**src/rtl/core/irr_pkg.sv**
```systemverilog
// Types, constants and trigonometry table builder for the image rotation remapper.
package irr_pkg;

  // Configuration register map, one 32-bit register every four bytes.
  localparam int unsigned CFG_ADDR_W = 4;
  localparam int unsigned CFG_DATA_W = 32;

  typedef enum logic [1:0] {
    REG_IMAGE_WIDTH  = 2'd0,
    REG_IMAGE_HEIGHT = 2'd1,
    REG_ANGLE        = 2'd2,
    REG_FILL         = 2'd3
  } cfg_reg_t;

  // Request codes on the input channel.
  typedef enum logic {
    REQ_LOAD  = 1'b0,
    REQ_QUERY = 1'b1
  } req_t;

  // Register widths and reset values.
  localparam int unsigned DIM_REG_W   = 9;
  localparam int unsigned ANGLE_W     = 9;
  localparam int unsigned PIXEL_W     = 8;
  localparam int unsigned COORD_W     = 8;
  localparam logic [DIM_REG_W-1:0] DIM_RESET = 9'd256;

  // Angle handling.
  localparam int unsigned QUAD_DEG   = 90;
  localparam int unsigned BASE_W     = 7;
  localparam logic [9:0]  DEG_FULL   = 10'd360;
  localparam logic [9:0]  DEG_QUART  = 10'd90;
  localparam logic [8:0]  DEG_QUART9 = 9'd90;
  localparam logic [8:0]  DEG_HALF9  = 9'd180;
  localparam logic [8:0]  DEG_3Q9    = 9'd270;
  localparam logic [8:0]  DEG_FULL9  = 9'd360;

  // Result buffer depth; a power of two.
  localparam int unsigned OUT_FIFO_DEPTH = 8;

  // Pi in unsigned Q2.30 and the Taylor series divisors (2k)(2k+1).
  localparam logic [63:0] PI_Q30 = 64'd3373259426;
  localparam int unsigned TAYLOR_DIV [1:7] = '{6, 20, 42, 72, 110, 156, 210};

  typedef struct packed {
    logic [BASE_W-1:0] base;
    logic              neg;
  } fold_t;

  typedef struct packed {
    logic [PIXEL_W-1:0] pixel_out;
    logic               source_in_range;
  } result_t;

  // Sine of d whole degrees (0..90) in Q30 by a truncating Taylor series.
  function automatic logic [63:0] sin_q30(input int unsigned d);
    logic [63:0] x;
    logic [63:0] x2;
    logic [63:0] term;
    logic [63:0] sum;
    x    = (64'(d) * PI_Q30) / 180;
    x2   = (x * x) >> 30;
    term = x;
    sum  = x;
    for (int k = 1; k <= 7; k++) begin
      term = ((term * x2) >> 30) / 64'(TAYLOR_DIV[k]);
      if (k[0]) begin
        sum = sum - term;
      end else begin
        sum = sum + term;
      end
    end
    return sum;
  endfunction

  // Sine magnitude of d degrees rounded half up to frac fraction bits.
  function automatic logic [31:0] sin_fixed(input int unsigned d, input int unsigned frac);
    logic [63:0] q;
    q = sin_q30(d);
    q = (q + (64'd1 << (29 - frac))) >> (30 - frac);
    return 32'(q);
  endfunction

  // Reduce a value below 720 to 0..359.
  function automatic logic [8:0] reduce_360(input logic [9:0] v);
    logic [9:0] r;
    r = (v >= DEG_FULL) ? (v - DEG_FULL) : v;
    return r[8:0];
  endfunction

  // Fold an angle of 0..359 onto the first quadrant with a sign.
  function automatic fold_t fold_angle(input logic [8:0] d);
    fold_t f;
    f.neg = 1'b0;
    if (d <= DEG_QUART9) begin
      f.base = BASE_W'(d);
    end else if (d <= DEG_HALF9) begin
      f.base = BASE_W'(DEG_HALF9 - d);
    end else if (d <= DEG_3Q9) begin
      f.base = BASE_W'(d - DEG_HALF9);
      f.neg  = 1'b1;
    end else begin
      f.base = BASE_W'(DEG_FULL9 - d);
      f.neg  = 1'b1;
    end
    return f;
  endfunction

endpackage

```
**src/rtl/core/irr_out_fifo.sv**
```systemverilog
// Result buffer that decouples the mapping pipeline from the result channel.
module irr_out_fifo import irr_pkg::*; #(
  parameter int DEPTH = 8,
  localparam int CNT_W = $clog2(DEPTH + 1)
) (
  input  logic             clk,
  input  logic             rst_n,
  input  logic             push,
  input  result_t          push_data,
  input  logic             pop,
  output result_t          head,
  output logic [CNT_W-1:0] count
);

  localparam int PTR_W = $clog2(DEPTH);

  result_t          entry_r [DEPTH];
  logic [PTR_W-1:0] wr_ptr_r;
  logic [PTR_W-1:0] rd_ptr_r;
  logic [CNT_W-1:0] count_r;

  // Pointers and fill count; pointers wrap as the depth is a power of two.
  always_ff @(posedge clk) begin
    if (!rst_n) begin
      wr_ptr_r <= '0;
      rd_ptr_r <= '0;
      count_r  <= '0;
    end else begin
      if (push) begin
        wr_ptr_r <= wr_ptr_r + PTR_W'(1);
      end
      if (pop) begin
        rd_ptr_r <= rd_ptr_r + PTR_W'(1);
      end
      count_r <= count_r + CNT_W'(push) - CNT_W'(pop);
    end
  end

  // Storage needs no reset.
  always_ff @(posedge clk) begin
    if (push) begin
      entry_r[wr_ptr_r] <= push_data;
    end
  end

  assign head  = entry_r[rd_ptr_r];
  assign count = count_r;

endmodule

```
**config.mk**
```make
export PLATFORM = sky130hd
export DESIGN_NAME = irr_out_fifo
export DESIGN_NICKNAME = d
export VERILOG_FILES = /design/src/rtl/core/irr_pkg.sv /design/src/rtl/core/irr_out_fifo.sv
export SDC_FILE = /design/constraint.sdc
export NUM_CORES = 1
export LEC_CHECK = 0
export BUFFER_PORTS_ARGS = -buffer_cell sky130_fd_sc_hd__buf_2
export CAP_MARGIN = 20
export CORE_ASPECT_RATIO = 1.25
export CORE_UTILIZATION = 63
export DETAILED_ROUTE_END_ITERATION = 6
export HOLD_SLACK_MARGIN = 0.06
export PLACE_DENSITY = 0.81
export SYNTH_ARGS = -nofsm -noshare
export SYNTH_HDL_FRONTEND = slang
export SYNTH_SLANG_ARGS = --single-unit
```
**constraint.sdc**
```tcl
create_clock -name clk -period 2.9 [get_ports clk]
set_input_delay 0.29 -clock clk [delete_from_list [all_inputs] [get_ports clk]]
set_output_delay 0.29 -clock clk [all_outputs]
set_load 0.005 [all_outputs]
```
==> results of run 1 <==
## logic make-up after synthesis
| logic type | synth area share, % |
|---|---|
| flip-flops | 71.92 |
| multiplexers | 17.64 |
| AND/OR/NAND/NOR | 3.678 |
| buffers and inverters | 2.080 |
| adder cells (fa/ha/maj) | 2.823 |
| XOR/XNOR | 1.560 |
| AO/OA/AOI/OAI | 0.2972 |
## cell usage after synthesis, drive strengths merged
cell     n
dfxtp   13
ha       6
mux2     9
nor2    15
mux4    18
edfxtp  72
nor3     2
clkinv   1
buf      4
nand2    4
xnor2    2
nor3b    1
mux2i    2
fa       1
nand2b   3
and2     1
clkbuf   1
nand3    2
inv      6
xor2     4
a21oi    2
## worst max path at each step
stage | slack, ps | cells past startpoint | start | endpoint
floorplan | 1240 | 4 | flip-flop | head[0]
global placement | 770 | 4 | flip-flop | head[2]
detailed placement | 690 | 4 | flip-flop | head[7]
CTS | 320 | 4 | flip-flop | head[7]
global route | 290 | 4 | flip-flop | head[1]
finish | 380 | 4 | flip-flop | head[7]
## flip-flops by register name (all words and copies together), names as in the netlist, named ones only
register / flops
count: 4
rd_ptr_r: 3
entry_r: 72
wr_ptr_r: 3
## metal layers
| layer | track usage [%] | up-vias | share of wire, % |
|---|---|---|---|
| met2 | 35.73 | 43 | 55 |
| met3 | 5.874 | 12 | 3.4 |
| met1 | 26.22 | 784 | 39 |
| li1 | - | 753 | - |
| met4 | 11.99 | 0 | 2.5 |
| met5 | 0 | - | 0 |
## power groups by stage
stage / Clock, mW / Combinational, mW / Sequential [mW]
detailed placement: 0 / 0.288 / 1.45
global route: 0.903 / 0.322 / 1.42
floorplan: 0 / 0.199 / 1.43
global placement: 0 / 0.269 / 1.44
finish: 0.840 / 0.284 / 1.42
CTS: 0.849 / 0.289 / 1.42
## stage by stage
stage          hold WS [ps]  area (sq um)  total power, mW  std cells
2_1_floorplan         388.9          3368            1.632        169
3_3_place_gp          507.1          3595            1.711        260
3_5_place_dp          526.9          3595            1.735        260
4_1_cts               171.6          3800            2.558        276
5_1_grt               171.6          3800            2.650        276
6_report              180.9          3800            2.542        276
## layout make-up
type	count	area, sq um
Multi-Input combinational cell	72	875.8
Clock inverter	6	77.57
Inverter	7	26.28
Tap cell	62	77.57
Fill cell	302	1316
Sequential cell	85	2422
Timing Repair Buffer	34	192.7
Clock buffer	10	127.6
## critical path: stages (launching register included)
cell and delay (ps):
dfxtp_1 600, buf_4 310, mux4_1 590, mux2_2 280
buf_2 130
==> results.sh, run 1 <==
export IMPL_syn_inst=169
export IMPL_die_w_um=67.40
export IMPL_setup_viol=0
export IMPL_routabilityCongestion=0.6801
export IMPL_internal_power_mw=2.006
export IMPL_areaGrowthSynthToFinish_pct=12.82
export IMPL_outcome="finished clean"
export IMPL_crit_required_ps=2610
export IMPL_core_sq_mm=0.005116
export IMPL_final_cell_mix="72 x edfxtp_1, 25 x buf_2, 18 x mux4_1, 15 x nor2_1, 13 x dfxtp_1"
export IMPL_clk_latency_ps=330
export IMPL_ant_nets=0
export IMPL_rows=29
export IMPL_fmax_mhz=396.5
export IMPL_die_h_um=83.75
export IMPL_cp_max_fo=10
export IMPL_overflow=0
export IMPL_swShare_pct=21.09
export IMPL_numCtsBuffers=9
export IMPL_grt_pass1_vias=1668
export IMPL_tns_ps=0
export IMPL_grt_max_degree=19
export IMPL_finalMaxSlewViolations=0
export IMPL_cap_violations=0
export IMPL_synth_top_area_share_pct=64.19
export IMPL_io_buffer_count=25
export IMPL_clock_sinks=85
export IMPL_max_slew_margin_pct=50.45
export IMPL_preCtsSetupSlack_ps=691.5
export IMPL_reg2reg_to="count[2]"
export IMPL_routed_wl_mm=5.314
export IMPL_hold_violations=0
export IMPL_yosysWarnings=0
export IMPL_comb_power_share_pct=11.2
export IMPL_via_count=1592
export IMPL_ys_types=24
export IMPL_period_needed_ps=2522
export IMPL_holdPathStages=2
export IMPL_globalRouteTotalUtil_pct=22.05
export IMPL_path_class="reg2out"
export IMPL_clockBufferDepth=2
export IMPL_p_leak_nw=1.358
export IMPL_synth_area_leaders="edfxtp_1 64%, mux4_1 14%, dfxtp_1 7.7%, mux2_2 3.0%, ha_1 2.2%"
export IMPL_cts_setup_buffers=0
export IMPL_hold_buffers=0
export IMPL_finClkSkew_ps=5.903
export IMPL_diodes=0
export IMPL_drive_above_1_share_pct=26.17
export IMPL_switchingPower_uw=536.1
export IMPL_ff2ff_setup_slack_ps=1300
export IMPL_hold_class="in2reg"
export IMPL_rr_startpoint="count[0]"
export IMPL_initial_core_util_pct=65.84
export IMPL_clk_pin_slew_ps=80
export IMPL_end_kind="output port"
export IMPL_dr_pass1_iters=4
export IMPL_drt_iter0_markers=61
export IMPL_layout_commonest_cell="edfxtp_1"
export IMPL_ys_seq_area_share_pct=71.92
export IMPL_final_core_util_pct=74.27
export IMPL_layout_setup_ws_ps=378.2
export IMPL_post_drt_via_cell_ratio=5.768
export IMPL_cp_data_arrival_time_ps=2230
export IMPL_min_from="rst_n"
export IMPL_synth_avg_cell_area_sq_um=19.93
export IMPL_cts_htree_levels=3
export IMPL_num_io_pins=26
export IMPL_dieArea_sq_mm=0.005645
export IMPL_synth_seq_cells=85
export IMPL_synth_nets=189
export IMPL_syn_area_sq_mm=0.003368
export IMPL_antenna_found_initial=0
export IMPL_hold_path_endpoint="count[0]"
export IMPL_power_density_mw_per_mm2=669.0
export IMPL_worstMarginPinSlew_ps=742.2
export IMPL_min_period_over_period_pct=86.96
export IMPL_grt_pass1_wl_mm=8.418
export IMPL_start_kind="flip-flop"
export IMPL_yosysTopAreaCell="edfxtp_1"
export IMPL_rsz0062_at_grt="false"
export IMPL_wl_per_cell_um=19.25
export IMPL_final_net_count=229
export IMPL_post_cts_resized=0
export IMPL_place_hpwl_mm=3.649
export IMPL_irDropWorstVdd_mv=0.5215
export IMPL_cts_tree="yes"
export IMPL_clkPwrFrac_pct=33.0
export IMPL_r2r_worst_path_cells=8
export IMPL_drc=0
export IMPL_sequentialPowerShare_pct=55.8
export IMPL_root_buffer="clkbuf_8"
Note: power is estimated with default switching activity, not from simulation.
==> run 2: changes to the inputs <==
--- a/config.mk
+++ b/config.mk
@@ -5,13 +5,14 @@
 export SDC_FILE = /design/constraint.sdc
 export NUM_CORES = 1
 export LEC_CHECK = 0
+export ABC_AREA = 1
 export BUFFER_PORTS_ARGS = -buffer_cell sky130_fd_sc_hd__buf_2
 export CAP_MARGIN = 20
 export CORE_ASPECT_RATIO = 1.25
-export CORE_UTILIZATION = 63
+export CORE_UTILIZATION = 64
 export DETAILED_ROUTE_END_ITERATION = 6
 export HOLD_SLACK_MARGIN = 0.06
-export PLACE_DENSITY = 0.81
+export PLACE_DENSITY = 0.82
 export SYNTH_ARGS = -nofsm -noshare
 export SYNTH_HDL_FRONTEND = slang
 export SYNTH_SLANG_ARGS = --single-unit
==> constraint.sdc (replaced) <==
create_clock -name clk -period 2.9 [get_ports clk]
set_input_delay 0.29 -clock clk [delete_from_list [all_inputs] [get_ports clk]]
set_output_delay 0.29 -clock clk [all_outputs]
set_load 0.1 [all_outputs]
==> run 2 against run 1 <==
Net effect: count of clock-buffer cells in the layout increased by 5; routed wire length grew 24%; critical path depth up 2; worst setup slack better by 170 ps; via count increased by 60%.
==> results.sh, run 2 <==
export IMPL_drive_above_1_share_pct=13.58
export IMPL_initial_core_util_pct=66.15
export IMPL_min_from="push_data[2]"
export IMPL_start_kind="flip-flop"
export IMPL_path_delay_family="flip-flops"
export IMPL_overflow=0
export IMPL_max_stage_delay_ps=840
export IMPL_grt_max_degree=37
export IMPL_ys_types=21
export IMPL_holdPathStages=1
export IMPL_cap_violations=0
export IMPL_cts_tree="yes"
export IMPL_hold_violations=0
export IMPL_crit_top_cell="nand2_1"
export IMPL_clk_latency_ps=340
export IMPL_final_cell_mix="122 x nand2_1, 85 x inv_1, 72 x edfxtp_1, 38 x nand3_1, 25 x buf_2"
export IMPL_setup_viol=0
export IMPL_path_class="reg2out"
export IMPL_ff2ff_setup_slack_ps=1260
export IMPL_syn_area_sq_mm=0.003797
export IMPL_r2r_worst_path_cells=2
export IMPL_synth_nets=409
export IMPL_power_density_mw_per_mm2=677.9
export IMPL_path_buf_inv=2
export IMPL_num_io_pins=26
export IMPL_worstMarginPinSlew_ps=988.4
export IMPL_grt_pass1_vias=2435
export IMPL_globalRouteTotalUtil_pct=23.43
export IMPL_cts_setup_buffers=0
export IMPL_hold_path_endpoint="entry_r[4][2]"
export IMPL_rr_startpoint="wr_ptr_r[0]"
export IMPL_fmax_mhz=424.4
export IMPL_drt_iter0_markers=240
export IMPL_reg2reg_to="entry_r[7][6]"
export IMPL_post_cts_resized=0
export IMPL_cp_data_arrival_time_ps=2070
export IMPL_io_buffer_count=25
export IMPL_irDropWorstVdd_mv=0.6421
export IMPL_hold_buffers=0
export IMPL_grt_pass1_wl_mm=10.46
export IMPL_period_needed_ps=2356
export IMPL_synth_avg_cell_area_sq_um=9.762
export IMPL_ant_nets=0
export IMPL_via_count=2545
export IMPL_ys_seq_area_share_pct=63.79
export IMPL_clock_sinks=85
export IMPL_yosysWarnings=0
export IMPL_numCtsBuffers=9
export IMPL_p_leak_nw=1.950
export IMPL_synth_area_leaders="edfxtp_1 57%, nand2_1 12%, inv_1 8.4%, dfxtp_1 6.9%, nand3_1 5.0%"
export IMPL_rows=31
export IMPL_antenna_found_initial=0
export IMPL_place_hpwl_mm=4.561
export IMPL_routed_wl_mm=6.608
export IMPL_dpl_cell_area_sq_mm=0.003965
export IMPL_finClkSkew_ps=8.124
export IMPL_wl_per_cell_um=13.40
export IMPL_async_reset_ff_share_pct=0
export IMPL_finalMaxSlewViolations=0
export IMPL_hold_class="in2reg"
export IMPL_clk_pin_slew_ps=80
export IMPL_layout_commonest_cell="nand2_1"
export IMPL_largest_reg_flops=72
export IMPL_cts_htree_levels=3
export IMPL_areaGrowthSynthToFinish_pct=8.962
export IMPL_synthTopCellsByCount="122 x nand2_1, 85 x inv_1, 72 x edfxtp_1"
export IMPL_final_net_count=442
export IMPL_final_core_util_pct=72.08
export IMPL_max_slew_margin_pct=33.86
export IMPL_diodes=0
export IMPL_end_kind="output port"
export IMPL_root_buffer="clkbuf_8"
export IMPL_synth_edff_count=72
export IMPL_tns_ps=0
export IMPL_synth_ff_type="edfxtp_1"
export IMPL_core_sq_mm=0.005741
export IMPL_yosysTopAreaCell="edfxtp_1"
export IMPL_dieArea_sq_mm=0.006247
export IMPL_crit_required_ps=2610
export IMPL_drc=0
export IMPL_syn_inst=389
export IMPL_die_h_um=88.12
export IMPL_layout_setup_ws_ps=543.7
export IMPL_synth_top_area_share_pct=56.94
export IMPL_die_w_um=70.90
export IMPL_path_cells="inv_4 -> nand3_1 -> nand2_1 -> nand2_1 -> nand2_1 -> buf_2"
export IMPL_clockBufferDepth=2
export IMPL_routabilityCongestion=0.8559
export IMPL_regMostFlops="entry_r"
export IMPL_cp_max_fo=19
export IMPL_synth_seq_cells=85
export IMPL_dr_pass1_iters=4
export IMPL_outcome="finished clean"
export IMPL_min_period_over_period_pct=81.25
export IMPL_rsz0062_at_grt="false"
export IMPL_fin_area_sq_mm=0.004138
export IMPL_post_drt_via_cell_ratio=5.162
export IMPL_crit_slowest_cell="dfxtp_1"
export IMPL_synth_most_common_cell="nand2_1"
export IMPL_preCtsSetupSlack_ps=918.0
-- run 2: worst reg2reg max path: stages, from the launching register on --
cell	delay, ps
dfxtp_1	370
nand2_1	120
nor2_1	760
-- run 2: layer usage --
layer / vias up / GRT usage (%) / part of all wire, %
met5: - / 0 / 0
met4: 0 / 18.91 / 3.9
met3: 27 / 6.559 / 6.0
met2: 86 / 40.03 / 52
met1: 1164 / 24.29 / 38
li1: 1268 / - / -
-- run 2: through the flow --
| step | hold slack, ps | std cells | power [mW] |
|---|---|---|---|
| 2_1_floorplan | 383.5 | 389 | 2.001 |
| 3_3_place_gp | 486.7 | 477 | 2.089 |
| 3_5_place_dp | 501.0 | 477 | 2.110 |
| 4_1_cts | 195.1 | 493 | 2.824 |
| 5_1_grt | 206.1 | 493 | 2.923 |
| 6_report | 207.4 | 493 | 2.805 |
-- run 2: cell families after synthesis --
group,synth area share [%]
AO/OA/AOI/OAI,1.186
flip-flops,63.79
XOR/XNOR,0.4614
AND/OR/NAND/NOR,20.53
adder cells (fa/ha/maj),2.504
buffers and inverters,11.53
-- run 2: final cells by class --
class                           instances  area, sq um
Clock buffer                           15        167.7
Clock inverter                          1        5.005
Fill cell                             407         1603
Inverter                               88        337.8
Multi-Input combinational cell        205        937.1
Sequential cell                        85         2422
Tap cell                               66        82.58
Timing Repair Buffer                   33        185.2
-- run 2: where the power goes --
part | internal, mW | switching [mW]
Sequential | 1.38 | 0.0349
Clock | 0.364 | 0.362
Combinational | 0.145 | 0.523
-- run 2: how the worst max path moves through the flow --
| stage | startpoint | to | depth (start not counted) |
|---|---|---|---|
| after floorplan | count[0] | count[2] | 8 |
| after global placement | flip-flop | head[1] | 6 |
| after detailed placement | flip-flop | head[6] | 6 |
| after CTS | flip-flop | head[6] | 6 |
| after global routing | flip-flop | head[6] | 6 |
| final | flip-flop | head[6] | 6 |
==> run 3: changes to the inputs <==
--- a/config.mk
+++ b/config.mk
@@ -9,10 +9,10 @@
 export BUFFER_PORTS_ARGS = -buffer_cell sky130_fd_sc_hd__buf_2
 export CAP_MARGIN = 20
 export CORE_ASPECT_RATIO = 1.25
-export CORE_UTILIZATION = 64
+export CORE_UTILIZATION = 54
 export DETAILED_ROUTE_END_ITERATION = 6
 export HOLD_SLACK_MARGIN = 0.06
-export PLACE_DENSITY = 0.82
+export PLACE_DENSITY = 0.73
 export SYNTH_ARGS = -nofsm -noshare
 export SYNTH_HDL_FRONTEND = slang
 export SYNTH_SLANG_ARGS = --single-unit
==> constraint.sdc (replaced) <==
create_clock -name clk -period 2.05 [get_ports clk]
set_input_delay 0.205 -clock clk [delete_from_list [all_inputs] [get_ports clk]]
set_output_delay 0.205 -clock clk [all_outputs]
set_load 0.1 [all_outputs]
==> run 3 against run 2 <==
Net effect: via count down 1.6%; utilization decreased by 6.9 points; register-to-register slack lost 770 ps; cell count rose by 5.9%; critical path type unchanged.
==> results.sh, run 3 (synthesis results as in run 2) <==
export IMPL_finClkSkew_ps=11.58
export IMPL_end_kind="output port"
export IMPL_drt_iter0_markers=158
export IMPL_routabilityCongestion=0.8624
export IMPL_holdPathStages=1
export IMPL_switchingPower_mw=1.345
export IMPL_place_hpwl_mm=4.578
export IMPL_irDropWorstVdd_mv=0.8308
export IMPL_min_from="push_data[3]"
export IMPL_hold_violations=0
export IMPL_crit_required_ps=1850
export IMPL_drc=0
export IMPL_wl_per_cell_um=13.12
export IMPL_setup_viol=0
export IMPL_clockBufferDepth=2
export IMPL_diodes=0
export IMPL_path_class="reg2out"
export IMPL_root_buffer="clkbuf_8"
export IMPL_crit_slowest_cell="dfxtp_1"
export IMPL_min_period_over_period_pct=91.90
export IMPL_fmax_mhz=530.8
export IMPL_p_leak_nw=2.045
export IMPL_cts_setup_buffers=0
export IMPL_max_stage_delay_ps=520
export IMPL_hold_class="in2reg"
export IMPL_cts_htree_levels=3
export IMPL_via_count=2504
export IMPL_seq_area_sq_mm=0.002425
export IMPL_routed_wl_mm=6.848
export IMPL_start_kind="flip-flop"
export IMPL_tns_ps=0
export IMPL_hold_path_endpoint="entry_r[1][3]"
export IMPL_final_cell_mix="122 x nand2_1, 85 x inv_1, 72 x edfxtp_1, 38 x nand3_1"
export IMPL_rows=33
export IMPL_num_fill_cells=534
export IMPL_outcome="finished clean"
export IMPL_holdWs_ps=114.3
export IMPL_crit_top_cell="nand2_1"
export IMPL_antenna_found_initial=0
export IMPL_swShare_pct=32.73
export IMPL_period_needed_ps=1884
export IMPL_power_density_mw_per_mm2=942.5
export IMPL_core_sq_mm=0.006689
export IMPL_layout_commonest_cell="nand2_1"
export IMPL_largest_reg_flops=72
export IMPL_globalRouteTotalUtil_pct=20.60
export IMPL_grt_pass1_wl_mm=10.77
export IMPL_ff2ff_setup_slack_ps=490
export IMPL_cap_violations=0
export IMPL_max_slew_margin_pct=67.83
export IMPL_initial_core_util_pct=56.77
export IMPL_clk_latency_ps=350
export IMPL_grt_max_degree=37
export IMPL_io_buffer_count=25
export IMPL_die_h_um=95.76
export IMPL_cp_data_arrival_time_ps=1680
export IMPL_sequentialPowerShare_pct=48.4
export IMPL_dr_pass1_iters=4
export IMPL_reg2reg_to="count[2]"
export IMPL_multiInputGateArea_sq_um=937.1
export IMPL_cp_max_fo=10
export IMPL_cts_tree="yes"
export IMPL_areaGrowthSynthToFinish_pct=14.86
export IMPL_internal_power_mw=2.766
export IMPL_grt_pass1_vias=2284
export IMPL_rsz0062_at_grt="false"
export IMPL_r2r_worst_path_cells=8
export IMPL_final_net_count=450
export IMPL_rr_startpoint="count[0]"
export IMPL_regMostFlops="entry_r"
export IMPL_finalMaxSlewViolations=0
export IMPL_path_cells="buf_4 -> nand3_1 -> nand2_1 -> nand2_1 -> nand2_1 -> buf_12"
export IMPL_overflow=0
export IMPL_die_w_um=77.01
export IMPL_clock_sinks=85
export IMPL_num_io_pins=26
export IMPL_drive_above_1_share_pct=16.09
export IMPL_post_drt_via_cell_ratio=4.797
export IMPL_comb_power_share_pct=26.3
export IMPL_dieArea_sq_mm=0.007374
export IMPL_ant_nets=0
export IMPL_clk_pin_slew_ps=80
export IMPL_numCtsBuffers=9
export IMPL_worstMarginPinSlew_ps=485.8
export IMPL_clkPwrFrac_pct=25.3
[run 3: cell types whose count changed in the layout (fill, tap and decap cells not counted), sizes merged]
cell | before | now
clkbuf | 15 | 14
clkinv | 2 | 3
buf | 33 | 41
[run 3: cell type report]
cell class / count / share of cell area [%]
timing repair buffer: 41 / 8.721
sequential: 85 / 55.59
multi-input combinational: 205 / 21.49
clock inverter: 2 / 0.2295
tap: 87 / 2.496
inverter: 88 / 7.745
clock buffer: 14 / 3.729
[run 3: worst max-delay path by stage]
stage	startpoint	cells after the start	to	slack, ps
6_report	flip-flop	6	head[6]	170
5_1_grt	flip-flop	6	head[6]	70
4_1_cts	flip-flop	7	head[6]	30
3_5_place_dp	flip-flop	7	head[6]	420
3_3_place_gp	pop	8	count[2]	480
2_1_floorplan	count[2]	5	count[3]	60
[run 3: power groups by stage]
stage | clock [mW] | combinational, mW | sequential [mW]
6_report | 1.04 | 1.08 | 1.99
5_1_grt | 1.12 | 1.16 | 2.00
4_1_cts | 1.07 | 1.09 | 1.99
3_5_place_dp | 0 | 1.09 | 2.03
3_3_place_gp | 0 | 1.07 | 2.03
2_1_floorplan | 0 | 0.615 | 2.22
[run 3: timing repair]
item,in CTS,in global routing
gates resized for setup,0,1
hold buffers,0,0
endpoints found under the setup margin,0,8
[run 3: worst max-delay path, delay by kind of cell (launching register included)]
kind	cells	cell delay, ps
buffers and inverters	2	450
DFF	1	520
and+or+nand+nor	4	350
[run 3: routing by layer]
metal  vias up  share of wire (%)  GRT usage [%]
met5         -                  0              0
met4         0                2.0          10.53
met3        11                4.4          4.834
met2        58                 52          35.86
met1      1149                 42          24.05
li1       1286                  -              -
[run 3: metrics by stage]
step	instances	setup slack, ps	power, mW	utilization (%)	cell area (sq um)
after floorplan	389	62.78	2.832	-	3799
after global placement	506	477.1	3.092	62.61	4188
after detailed placement	506	418.5	3.117	62.61	4188
after CTS	522	26.99	4.148	65.19	4360
after global routing	522	66.42	4.276	65.21	4362
final	522	166.1	4.111	65.21	4362
